**src/hw/rtl/rct_pkg.sv**
```systemverilog
// Types, micro-program codes and the control store of the reference count table.
`timescale 1ns / 1ps
package rct_pkg;

	localparam int STEP_W = 4;

	typedef logic [STEP_W-1:0] step_t;
	typedef logic [3:0]        act_t;
	typedef logic [3:0]        cond_t;

	// Program steps.
	localparam step_t S_IDLE      = 4'd0;
	localparam step_t S_DISPATCH  = 4'd1;
	localparam step_t S_SETUP_OLD = 4'd2;
	localparam step_t S_RD_OLD    = 4'd3;
	localparam step_t S_CMP_OLD   = 4'd4;
	localparam step_t S_SETUP_NEW = 4'd5;
	localparam step_t S_RD_NEW    = 4'd6;
	localparam step_t S_CMP_NEW   = 4'd7;
	localparam step_t S_DONE      = 4'd8;
	localparam step_t S_DEC       = 4'd9;
	localparam step_t S_FREE_RD   = 4'd10;
	localparam step_t S_FREE_WR   = 4'd11;
	localparam step_t S_INC       = 4'd12;
	localparam step_t S_REG       = 4'd13;

	// Datapath actions.
	localparam act_t ACT_NONE      = 4'd0;
	localparam act_t ACT_SETUP_OLD = 4'd1;
	localparam act_t ACT_SETUP_NEW = 4'd2;
	localparam act_t ACT_CMP       = 4'd3;
	localparam act_t ACT_DEC       = 4'd4;
	localparam act_t ACT_FREE_RD   = 4'd5;
	localparam act_t ACT_FREE_WR   = 4'd6;
	localparam act_t ACT_INC       = 4'd7;
	localparam act_t ACT_REG       = 4'd8;
	localparam act_t ACT_DONE      = 4'd9;

	// Jump conditions.
	localparam cond_t C_NEVER       = 4'd0;
	localparam cond_t C_ALWAYS      = 4'd1;
	localparam cond_t C_NO_START    = 4'd2;
	localparam cond_t C_KIND_REG    = 4'd3;
	localparam cond_t C_OLD_SKIP    = 4'd4;
	localparam cond_t C_NEW_SKIP    = 4'd5;
	localparam cond_t C_MATCH       = 4'd6;
	localparam cond_t C_MATCH_UNSAT = 4'd7;
	localparam cond_t C_CNT_NOT_ONE = 4'd8;

	typedef struct packed {
		act_t  act;
		cond_t cond;
		step_t tgt;
		logic  loop;
	} ctrl_t;

	typedef struct packed {
		logic start;
		logic kind;
		logic old_skip;
		logic new_skip;
		logic match;
		logic unsat;
		logic cnt_one;
		logic more;
	} flags_t;

	function automatic ctrl_t mk(input act_t a, input cond_t c, input step_t t, input logic l);
		ctrl_t w;
		w.act  = a;
		w.cond = c;
		w.tgt  = t;
		w.loop = l;
		return w;
	endfunction

	// The control store: one word per step.
	function automatic ctrl_t ucode(input step_t step);
		ctrl_t w;
		case (step)
			S_IDLE:      w = mk(ACT_NONE,      C_NO_START,    S_IDLE,      1'b0);
			S_DISPATCH:  w = mk(ACT_NONE,      C_KIND_REG,    S_REG,       1'b0);
			S_SETUP_OLD: w = mk(ACT_SETUP_OLD, C_OLD_SKIP,    S_SETUP_NEW, 1'b0);
			S_RD_OLD:    w = mk(ACT_NONE,      C_NEVER,       S_IDLE,      1'b0);
			S_CMP_OLD:   w = mk(ACT_CMP,       C_MATCH,       S_DEC,       1'b1);
			S_SETUP_NEW: w = mk(ACT_SETUP_NEW, C_NEW_SKIP,    S_DONE,      1'b0);
			S_RD_NEW:    w = mk(ACT_NONE,      C_NEVER,       S_IDLE,      1'b0);
			S_CMP_NEW:   w = mk(ACT_CMP,       C_MATCH_UNSAT, S_INC,       1'b1);
			S_DONE:      w = mk(ACT_DONE,      C_ALWAYS,      S_IDLE,      1'b0);
			S_DEC:       w = mk(ACT_DEC,       C_CNT_NOT_ONE, S_SETUP_NEW, 1'b0);
			S_FREE_RD:   w = mk(ACT_FREE_RD,   C_NEVER,       S_IDLE,      1'b0);
			S_FREE_WR:   w = mk(ACT_FREE_WR,   C_ALWAYS,      S_SETUP_NEW, 1'b0);
			S_INC:       w = mk(ACT_INC,       C_ALWAYS,      S_DONE,      1'b0);
			S_REG:       w = mk(ACT_REG,       C_ALWAYS,      S_DONE,      1'b0);
			default:     w = mk(ACT_NONE,      C_ALWAYS,      S_IDLE,      1'b0);
		endcase
		return w;
	endfunction

endpackage

```
**src/hw/rtl/rct_ram.sv**
```systemverilog
// Generic single-port-write, single-port-read RAM with registered read data.
`timescale 1ns / 1ps
module rct_ram #(
	parameter int WIDTH = 8,
	parameter int DEPTH = 16,
	localparam int AW = (DEPTH > 1) ? $clog2(DEPTH) : 1
) (
	input  logic             clk,
	input  logic             we,
	input  logic [AW-1:0]    waddr,
	input  logic [WIDTH-1:0] wdata,
	input  logic [AW-1:0]    raddr,
	output logic [WIDTH-1:0] rdata
);

	logic [WIDTH-1:0] mem_q [DEPTH];
	logic [WIDTH-1:0] rdata_q;

	always_ff @(posedge clk) begin
		if (we) begin
			mem_q[waddr] <= wdata;
		end
		rdata_q <= mem_q[raddr];
	end

	assign rdata = rdata_q;

endmodule

```
**src/hw/rtl/rct_seq.sv**
```systemverilog
// Micro-sequencer: step counter, control store and conditional jump logic.
`timescale 1ns / 1ps
module rct_seq (
	input  logic           clk,
	input  logic           arst_n,
	input  rct_pkg::flags_t flags,
	output rct_pkg::ctrl_t  ctrl,
	output logic           busy
);
	import rct_pkg::*;

	step_t step_q;
	step_t step_d;
	logic  taken;

	assign ctrl = ucode(step_q);
	assign busy = (step_q != S_IDLE);

	always_comb begin
		case (ctrl.cond)
			C_NEVER:       taken = 1'b0;
			C_ALWAYS:      taken = 1'b1;
			C_NO_START:    taken = !flags.start;
			C_KIND_REG:    taken = !flags.kind;
			C_OLD_SKIP:    taken = flags.old_skip;
			C_NEW_SKIP:    taken = flags.new_skip;
			C_MATCH:       taken = flags.match;
			C_MATCH_UNSAT: taken = flags.match && flags.unsat;
			C_CNT_NOT_ONE: taken = !flags.cnt_one;
			default:       taken = 1'b0;
		endcase
	end

	always_comb begin
		if (taken) begin
			step_d = ctrl.tgt;
		end else if (ctrl.loop && !flags.match && flags.more) begin
			// Scan not finished: go back to the read step for the next entry.
			step_d = step_q - step_t'(1);
		end else begin
			step_d = step_q + step_t'(1);
		end
	end

	always_ff @(posedge clk or negedge arst_n) begin
		if (!arst_n) begin
			step_q <= S_IDLE;
		end else begin
			step_q <= step_d;
		end
	end

endmodule

```
**src/hw/rtl/reference_count_table_top.sv**
```systemverilog
// Top level of the reference count table: command port, datapath and table memory.
`timescale 1ns / 1ps
// A command is taken at a rising edge where start is high and busy is low; busy
// then stays high until the command has finished, and the result follows as a
// one-cycle beat marked by done, which the receiver cannot hold off. The result
// ports keep their value after the beat until the next command is taken. An
// assign command searches the table for the old address and decrements its
// entry, freeing it and compacting the table when the count reaches zero; it
// then searches for the new address and increments that entry unless its count
// is saturated. The table sits in one RAM with a single registered read port,
// which is why a lookup walks the table one entry at a time, lowest index
// first. No clearing pass is needed after reset: only entries below the fill
// count are read.
module reference_count_table_top #(
	parameter int TABLE_DEPTH = 16,
	parameter int ADDR_WIDTH  = 32,
	parameter int COUNT_WIDTH = 16,
	localparam int IW = $clog2(TABLE_DEPTH),
	localparam int UW = $clog2(TABLE_DEPTH + 1)
) (
	input  logic                  clk,
	input  logic                  arst_n,
	input  logic                  start,
	output logic                  busy,
	input  logic                  kind,
	input  logic [ADDR_WIDTH-1:0] old_addr,
	input  logic [ADDR_WIDTH-1:0] new_addr,
	output logic                  done,
	output logic                  freed_valid,
	output logic [ADDR_WIDTH-1:0] freed_addr,
	output logic                  status,
	output logic [UW-1:0]         entries_used
);
	import rct_pkg::*;

	localparam int DW = ADDR_WIDTH + COUNT_WIDTH;

	ctrl_t  ctrl;
	flags_t flags;
	logic   accept;

	// Latched command.
	logic                   kind_q;
	logic [ADDR_WIDTH-1:0]  old_q;
	logic [ADDR_WIDTH-1:0]  new_q;

	// Working registers of the datapath.
	logic [ADDR_WIDTH-1:0]  key_q;
	logic [UW-1:0]          idx_q;
	logic [IW-1:0]          slot_q;
	logic [COUNT_WIDTH-1:0] cnt_q;
	logic [UW-1:0]          used_q;

	// Result registers.
	logic                   freed_valid_q;
	logic [ADDR_WIDTH-1:0]  freed_addr_q;
	logic                   status_q;
	logic                   done_q;

	// Table memory: each word holds an address above its count.
	logic                   ram_we;
	logic [IW-1:0]          ram_waddr;
	logic [DW-1:0]          ram_wdata;
	logic [IW-1:0]          ram_raddr;
	logic [DW-1:0]          ram_rdata;
	logic [ADDR_WIDTH-1:0]  rd_addr;
	logic [COUNT_WIDTH-1:0] rd_cnt;

	logic [UW-1:0]          used_dec;
	logic [UW:0]            idx_inc;
	logic                   full;

	assign accept   = start && !busy;
	assign rd_addr  = ram_rdata[DW-1:COUNT_WIDTH];
	assign rd_cnt   = ram_rdata[COUNT_WIDTH-1:0];
	assign used_dec = used_q - UW'(1);
	assign idx_inc  = {1'b0, idx_q} + (UW + 1)'(1);
	assign full     = (used_q >= UW'(TABLE_DEPTH));

	assign flags.start    = start;
	assign flags.kind     = kind_q;
	assign flags.old_skip = (old_q == '0) || (used_q == '0);
	assign flags.new_skip = (new_q == '0) || (used_q == '0);
	assign flags.match    = (rd_addr == key_q);
	assign flags.unsat    = (rd_cnt != {COUNT_WIDTH{1'b1}});
	assign flags.cnt_one  = (cnt_q == COUNT_WIDTH'(1));
	assign flags.more     = (idx_inc < {1'b0, used_q});

	rct_seq u_seq (
		.clk    (clk),
		.arst_n (arst_n),
		.flags  (flags),
		.ctrl   (ctrl),
		.busy   (busy)
	);

	// While compacting, the read port fetches the last entry; otherwise it
	// follows the scan index.
	assign ram_raddr = (ctrl.act == ACT_FREE_RD) ? used_dec[IW-1:0] : idx_q[IW-1:0];

	always_comb begin
		ram_we    = 1'b0;
		ram_waddr = slot_q;
		ram_wdata = {key_q, cnt_q};
		case (ctrl.act)
			ACT_DEC: begin
				ram_we    = 1'b1;
				ram_wdata = {key_q, cnt_q - COUNT_WIDTH'(1)};
			end
			ACT_FREE_WR: begin
				// The last entry moves into the freed slot.
				ram_we    = 1'b1;
				ram_wdata = ram_rdata;
			end
			ACT_INC: begin
				ram_we    = 1'b1;
				ram_wdata = {key_q, cnt_q + COUNT_WIDTH'(1)};
			end
			ACT_REG: begin
				// A null address or a full table leaves the table untouched.
				ram_we    = !full && (new_q != '0);
				ram_waddr = used_q[IW-1:0];
				ram_wdata = {new_q, COUNT_WIDTH'(1)};
			end
			default: begin
				ram_we = 1'b0;
			end
		endcase
	end

	rct_ram #(
		.WIDTH (DW),
		.DEPTH (TABLE_DEPTH)
	) u_ram (
		.clk   (clk),
		.we    (ram_we),
		.waddr (ram_waddr),
		.wdata (ram_wdata),
		.raddr (ram_raddr),
		.rdata (ram_rdata)
	);

	// Command latch and working registers that carry only data.
	always_ff @(posedge clk) begin
		if (accept) begin
			kind_q <= kind;
			old_q  <= old_addr;
			new_q  <= new_addr;
		end
		case (ctrl.act)
			ACT_SETUP_OLD: begin
				key_q <= old_q;
				idx_q <= '0;
			end
			ACT_SETUP_NEW: begin
				key_q <= new_q;
				idx_q <= '0;
			end
			ACT_CMP: begin
				slot_q <= idx_q[IW-1:0];
				cnt_q  <= rd_cnt;
				idx_q  <= idx_inc[UW-1:0];
			end
			default: begin
			end
		endcase
	end

	// Fill count, result registers and the done strobe.
	always_ff @(posedge clk or negedge arst_n) begin
		if (!arst_n) begin
			used_q        <= '0;
			freed_valid_q <= 1'b0;
			freed_addr_q  <= '0;
			status_q      <= 1'b0;
			done_q        <= 1'b0;
		end else begin
			done_q <= 1'b0;
			if (accept) begin
				freed_valid_q <= 1'b0;
				freed_addr_q  <= '0;
				status_q      <= 1'b0;
			end
			case (ctrl.act)
				ACT_FREE_RD: begin
					used_q        <= used_dec;
					freed_valid_q <= 1'b1;
					freed_addr_q  <= key_q;
				end
				ACT_REG: begin
					if (full) begin
						status_q <= 1'b1;
					end else if (new_q != '0) begin
						used_q <= used_q + UW'(1);
					end
				end
				ACT_DONE: begin
					done_q <= 1'b1;
				end
				default: begin
				end
			endcase
		end
	end

	assign done         = done_q;
	assign freed_valid  = freed_valid_q;
	assign freed_addr   = freed_addr_q;
	assign status       = status_q;
	assign entries_used = used_q;

endmodule

```
**config.mk**
```make
export PLATFORM = sky130hd
export DESIGN_NAME = reference_count_table_top
export DESIGN_NICKNAME = d
export VERILOG_FILES = /design/src/hw/rtl/rct_pkg.sv /design/src/hw/rtl/rct_ram.sv /design/src/hw/rtl/rct_seq.sv /design/src/hw/rtl/reference_count_table_top.sv
export SDC_FILE = /design/constraint.sdc
export NUM_CORES = 1
export LEC_CHECK = 0
export BUFFER_PORTS_ARGS = -buffer_cell sky130_fd_sc_hd__buf_2
export CAP_MARGIN = 30
export CORE_UTILIZATION = 58
export CTS_BUF_LIST = sky130_fd_sc_hd__clkbuf_4 sky130_fd_sc_hd__clkbuf_8
export DETAILED_ROUTE_END_ITERATION = 8
export PLACE_DENSITY = 0.88
export SETUP_SLACK_MARGIN = 0.3
export SLEW_MARGIN = 15
export SYNTH_ARGS = -nofsm -noshare
export SYNTH_HDL_FRONTEND = slang
export SYNTH_SLANG_ARGS = --single-unit
```
**constraint.sdc**
```tcl
create_clock -name clk -period 5.15 [get_ports clk]
set_input_delay 0.515 -clock clk [delete_from_list [all_inputs] [get_ports clk]]
set_output_delay 0.515 -clock clk [all_outputs]
set_load 0.01 [all_outputs]
```
======== Yosys cells after proc, flatten, opt, wreduce, memory -nomap -nowiden ========
Memory sizes are Yosys's and may differ from the RTL's. A register that Yosys moved wholly into a read port is not among the register bits.
Cells that the tools add are included.
storage, ports and cells
  register bits ........................... 166
  bits in latches ......................... 0
  bits in writable memories ............... 768
  bits in read-only memories .............. 192
  bits of input ports ..................... 68
  output and inout port bits .............. 41
  word-level logic and storage cells ...... 93
  memories ................................ 2
cells by class
  add/sub/neg operators ................... 7
  multipliers ............................. 0
  divide/modulo/power cells ............... 0
  magnitude comparators ................... 2
  equality and inequality tests ........... 22
  shift-type cells ........................ 0
  mux-type cells .......................... 22
  bitwise logic cells ..................... 0
  reductions and logical operators ........ 25
memory list
  memory            depth  width  rd ports  clocked after Yosys merged registers in  wr ports  line           RTL
  u_ram.mem_q       16     48     1         1                                        1         rct_ram.sv:16  logic [WIDTH-1:0] mem_q [DEPTH];
  (name not given)  16     12     1         0                                        0         rct_pkg.sv:80  case (step)
operator list
  kind                                                                     number
  48-bit one-hot mux with 4 select lines                                   1
  32-bit logical NOT                                                       2
  32-bit 2-to-1 mux                                                        2
  32-bit one-hot mux with 2 select lines                                   1
  32-bit equality test                                                     1
  4-bit by 3-bit equality test with 1-bit output (second input constant)   8
  32-bit nonzero test                                                      1
  5-bit one-hot mux with 2 select lines                                    2
  16-bit by 1-bit adder with 16-bit output (second input constant)         1
  16-bit by 1-bit equality test with 1-bit output (second input constant)  1
  4-bit by 2-bit equality test with 1-bit output (second input constant)   4
  4-bit 2-to-1 mux                                                         4
  16-bit inequality test (second input constant)                           1
  16-bit by 1-bit subtractor with 16-bit output (second input constant)    1
  4-bit equality test (second input constant)                              3
  5-bit 2-to-1 mux                                                         2
  4-bit by 1-bit equality test with 1-bit output (second input constant)   2
  1-bit 2-to-1 mux                                                         8
  1-bit one-hot mux with 8 select lines                                    1
  2-bit nonzero test                                                       4
  5-bit by 1-bit adder with 6-bit output (second input constant)           1
  1-bit logical NOT                                                        6
  6-bit by 5-bit less-than comparator with 1-bit output                    1
  5-bit by 1-bit adder with 5-bit output (second input constant)           1
  13 further kinds                                                         19

======== Longest topological paths before layout ========
  depth in word-level cells ............... 6
  depth in mapped cells ................... 14
  mapped depth without buffers ............ 14

======== By module ========
A second synthesis with hierarchy kept.
unflattened totals
  cell total of the unflattened synthesis .. 2042
  area, all modules ....................... 38692.1 um2
by module, submodules not included
  module                     instances  cells an instance  area each (um2)  sequential area each (um2)
  rct_ram                    1          1242               29694.7          24023.0
  reference_count_table_top  1          723                8336.7           4664.5
  rct_seq                    1          77                 660.6            100.1

======== Least setup slack after synthesis ========
Ideal clock, no wire load.
  path kind ............................... register to register
  start ................................... register u_seq.step_q[0]
  end ..................................... memory u_ram.mem_q[6][0] in the netlist's numbering, enable pin
  setup time .............................. 0.454 ns
  arrival time ............................ 4.648 ns
  data required time ...................... 4.696 ns
  slack ................................... 0.048 ns
  cell stages (with the launch flop) ...... 11
  path buffers ............................ 2
  clock period less this slack ............ 5.102 ns
  path through ............................ dfrtp_1 buf_2 inv_1 ha_1 buf_2 and2_1 o21ai_1 nand4_1 o31ai_1 o21ai_0 nor2_1
on the way
  longest elaborated chain between the ends .. 6
  elaborated cells between the ends (all ways) .. 10
  those cells by class .................... 4 x eq/ne; 4 x mux; 1 x reduce/logical; 1 x memory
RTL lines
  what                                            line                              RTL
  start, declared                                 rct_seq.sv:12                     step_t step_q;
  start signal, assigned                          rct_seq.sv:49                     step_q <= step_d;
  memory 16 x 12 bit (*)                          --
  4-bit by 3-bit equality test with 1-bit output  reference_count_table_top.sv:105  case (ctrl.act)
  3-bit OR reduction (no source line)             --
  1-bit one-hot mux with 2 select lines           reference_count_table_top.sv:105
  1-bit 2-to-1 mux                                rct_ram.sv:20                     if (we) begin
  1-bit 2-to-1 mux (not written as such)          rct_ram.sv:21                     mem_q[waddr] <= wdata;
  end, declared                                   rct_ram.sv:16
Every way passes the cells marked *; elsewhere a longest branch is shown, timed or not.

======== Worst setup path after layout ========
  start ................................... register u_seq.step_q[0]
  end ..................................... memory u_ram.mem_q[14][30] in the netlist's numbering, data pin
on the way
  longest elaborated chain between the ends .. 3
  elaborated cells between the ends (all ways) .. 6
  those cells by class .................... 4 x eq/ne; 1 x mux; 1 x memory
RTL lines
  what                                                                                   line                              RTL
  memory 16 x 12 bit (*)                                                                 --
  4-bit equality test or 4-bit by 3-bit equality test with 1-bit output (tied branches)  reference_count_table_top.sv:105
  48-bit one-hot mux with 4 select lines (*)                                             reference_count_table_top.sv:105
  named net ram_wdata[30]                                                                reference_count_table_top.sv:63   logic [DW-1:0] ram_wdata;
The timed path passes the listed nets; every way through them passes the cells marked *.

==> impl_summary.txt <==
----------------------------------------------------
[Status]
  Result of the run ... finished clean

[Finish]
  Layout cells sized above 1 ... 18.7%
  Net count, final ... 2,762
  Fill count ... 3,810
  Synth-to-layout area growth ... 14.7%

[Yosys]
  Commonest cells in the netlist ... sky130_fd_sc_hd__edfxtp_1, sky130_fd_sc_hd__mux2i_1, sky130_fd_sc_hd__o22ai_1
  Synth area leader ... sky130_fd_sc_hd__edfxtp_1
  Post-synth top area share ... 68.4%
  Post-Syn Area per Cell ... 16.3 sq um
  Number of enable-type register cells in the synthesized netlist ... 890
  Gate count of the mapped netlist ... 2,395
  Most common cell in the synthesized netlist ... sky130_fd_sc_hd__edfxtp_1
  Flip-flop and latch count after synthesis ... 982
  Count of unique library cells instantiated by Yosys ... 70
  Synth area leaders ... sky130_fd_sc_hd__edfxtp_1, sky130_fd_sc_hd__mux2i_1, sky130_fd_sc_hd__o22ai_1
  Share of async-settable or async-resettable flops after synthesis ... 4.48%
  Sequential cell area fraction in the yosys report ... 73.6%
  Yosys warns ... 0
  Post-synth net total ... 2,482
  Most common flop cell mapped by yosys ... sky130_fd_sc_hd__edfxtp_1
  Mapped Area ... 0.0391 sq mm

[STA]
  Tightest Pin Transition ... 1.11 ns
  Total Neg Setup Slack ... 0 ns
  Fin Clk Skew ... 0.0599 ns
  Highest Clock Rate ... 0.211 GHz
  Final min period ... 4.73 ns
  Unrepaired setup endpoints after global routing ... false
  Final-report hold violation count ... 0
  Slew margin rel. ... 25.5%
  Number of max-slew violations in the final report ... 0
  Count of final setup violators ... 0
  Setup WS post-layout ... 0.417 ns
  Final cycle utilization of the critical path ... 91.9%

[Clock tree]
  Sink Count ... 982
  Worst-path clk slew ... 0.07 ns
  Clk buf depth ... 3
  Clock network latency to the later pin of the worst-skew pair ... 0.85 ns
  # H-tree levels ... 4
  Number of buffers added by the clock tree synthesis step ... 146
  Cts-stage hold buffer count ... 66
  Number of gates resized after cts ... 0
  Root buffer cell ... sky130_fd_sc_hd__clkbuf_8
  CTS tree ... built
  Post-CTS setup repair buffer count ... 0

[Drt]
  Uppermost routed layer ... met5
  Iteration count of the initial detailed-routing pass ... 7
  Routed length on met3 ... 17,000 um
  Detailed route wirelength on metal2 ... 50,500 um
  Detailed-route wire length ... 112,000 um
  Average routed wire per standard cell ... 30.5 um
  Post-route DRC ... 0
  Total number of vias ... 25,400
  Detail Route Antenna Nets ... 0
  Detailed-route wire length on metal 1 ... 37,600 um
  DRC marker count from the first detailed-route iteration ... 4,196
  Via density per instance ... 6.95

[Power and ir drop]
  Flop pwr share ... 44.1%
  Standby leakage power ... 16.6 nW
  Comb power frac ... 32.0%
  Switching part of the total ... 36.2%
  Net Switching ... 9.94 mW
  Power per cell area ... 613 mW/mm^2
  Internal power contribution ... 17.5 mW
  Worst IR Drop VDD ... 0.575 mV
  Share of power burned in the clock network ... 23.9%

[Floorplan]
  Total core area ... 0.0662 sq mm
  I/O pin total ... 109
  Initial cell density of the core ... 59.0%
  Die outline height ... 262 um
  Width of the chip ... 262 um
  Floorplan row count ... 94
  Die area ... 0.0684 sq mm

[Worst hold path]
  Worst Hold Class ... in2reg

[Place]
  Port Buffer Count ... 108
  Detailed placer's ending HPWL ... 58,200 um
  Dpl ws ... 0.694 ns
  Final weighted congestion in routability-driven placement ... 0.991

[Worst setup path]
  Critical Path End ... u_ram.mem_q[14][30]
  Maximum net fanout on the critical path ... 39
  FF-to-FF path depth ... 10
  Setup slack of the most critical reg-to-reg path ... 0.42 ns
  CP Data Required Time ... 5.55 ns
  Kind of end point of the critical path ... flop
  Launch instance of the worst register-to-register path ... u_seq.step_q[0]
  Setup crit start ... u_seq.step_q[0]
  Setup CP Type ... reg2reg
  CP arrival ... 5.13 ns
  Reg-to-reg endpoint ... u_ram.mem_q[14][30]
  Startpoint Class ... flop

[Flow run]
  Max-cap violations ... 0

[Global routing]
  Global-route congestion overflow total ... 0
  Total track usage ... 32.4%
  Pin count of the biggest net entering global routing ... 107
  Via count of the first global-routing pass ... 25,200
  Global-route wire length before repair ... 160,000 um
  Number of antenna violations at the first check in global routing ... 2

----------------------------------------------------
## logic make-up after synthesis
logic type	after synthesis	share of synthesized area (%)
mux	433	11.3
fa+ha+maj	19	0.627
buf+inv	149	2.04
xor+xnor	48	1.08
compound gates	375	6.21
simple gates	389	5.11
flops	982	73.6
## worst min path at each step
stage	from	cells past startpoint	slack, ns	end
after CTS	arst_n	3	0.35	u_seq.step_q[0]
after detailed placement	u_ram.rdata[10]	0	0.47	cnt_q[10]
after global routing	old_addr[13]	2	0.38	old_q[13]
after floorplan	arst_n	0	0.22	done
final	old_addr[13]	2	0.39	old_q[13]
after global placement	u_ram.rdata[5]	0	0.46	cnt_q[5]
## registers in the layout, summed over array words and instances, names as in the netlist, 4 cells and up
register	flops
freed_addr	32
entries_used	5
u_ram.mem_q	768
new_q	32
old_q	32
key_q	32
u_ram.rdata	48
idx_q	5
cnt_q	16
slot_q	4
u_seq.step_q	4
## placed cells by master, fill, tap and decap left out, types with 29 or more instances in the layout
master / count
sky130_fd_sc_hd__or4_1: 51
sky130_fd_sc_hd__o21ai_0: 57
sky130_fd_sc_hd__xor2_1: 37
sky130_fd_sc_hd__nor2_1: 29
sky130_fd_sc_hd__edfxtp_1: 890
sky130_fd_sc_hd__clkbuf_4: 62
sky130_fd_sc_hd__buf_2: 113
sky130_fd_sc_hd__o22ai_1: 197
sky130_fd_sc_hd__dfrtp_1: 44
sky130_fd_sc_hd__dlygate4sd3_1: 66
sky130_fd_sc_hd__a22oi_1: 39
sky130_fd_sc_hd__clkbuf_8: 162
sky130_fd_sc_hd__buf_4: 53
sky130_fd_sc_hd__mux2i_1: 393
sky130_fd_sc_hd__nand2_1: 157
sky130_fd_sc_hd__mux2_2: 35
sky130_fd_sc_hd__dfxtp_1: 48
## cell type report
class                      count  area [sq um]  share of cell area (%)
sequential                   982         28800                    64.2
clock inverter                47           330                   0.737
antenna                        1          2.50                 0.00558
tap                          864          1080                    2.41
clock buffer                 222          2680                    5.98
timing repair buffer         260          2170                    4.83
multi-input combinational   1264          9700                    21.6
inverter                      21          78.8                   0.176
## power by group through the flow
stage	Clock [mW]	Combinational [mW]	Sequential, mW
floorplan	0	5.60	11.8
global placement	0	7.66	12.1
detailed placement	0	8.13	12.1
CTS	6.48	8.29	12.0
global route	6.88	9.08	12.1
finish	6.56	8.78	12.1
## per-stage QoR
step | hold slack, ns | std cells | utilization [%] | total power [mW] | instance area (sq um)
after floorplan | 0.219 | 2395 | - | 17.4 | 39100
after detailed placement | 0.465 | 3318 | 62.1 | 20.3 | 41100
after CTS | 0.348 | 3653 | 67.6 | 26.8 | 44800
after global placement | 0.461 | 3312 | 62.0 | 19.7 | 41000
final | 0.391 | 3661 | 67.7 | 27.5 | 44800
after global routing | 0.376 | 3661 | 67.7 | 28.1 | 44800
## metal layers
metal  GRT usage [%]  vias up
li1                -    10100
met1            41.1    12300
met2            48.8     2489
met3            12.0      578
met4            17.5        2
met5               0        -
## critical path, stage by stage (launching register included)
cell	delay, ns
sky130_fd_sc_hd__dfrtp_1	0.64
sky130_fd_sc_hd__inv_1	0.23
sky130_fd_sc_hd__ha_1	0.50
sky130_fd_sc_hd__inv_1	0.08
sky130_fd_sc_hd__mux4_2	0.65
sky130_fd_sc_hd__nor4_4	0.43
sky130_fd_sc_hd__buf_4	0.60
sky130_fd_sc_hd__nor2_2	0.29
sky130_fd_sc_hd__buf_4	0.35
sky130_fd_sc_hd__nand2_1	0.12
sky130_fd_sc_hd__nand2_1	0.36
Note: power is estimated with default switching activity, not from simulation.
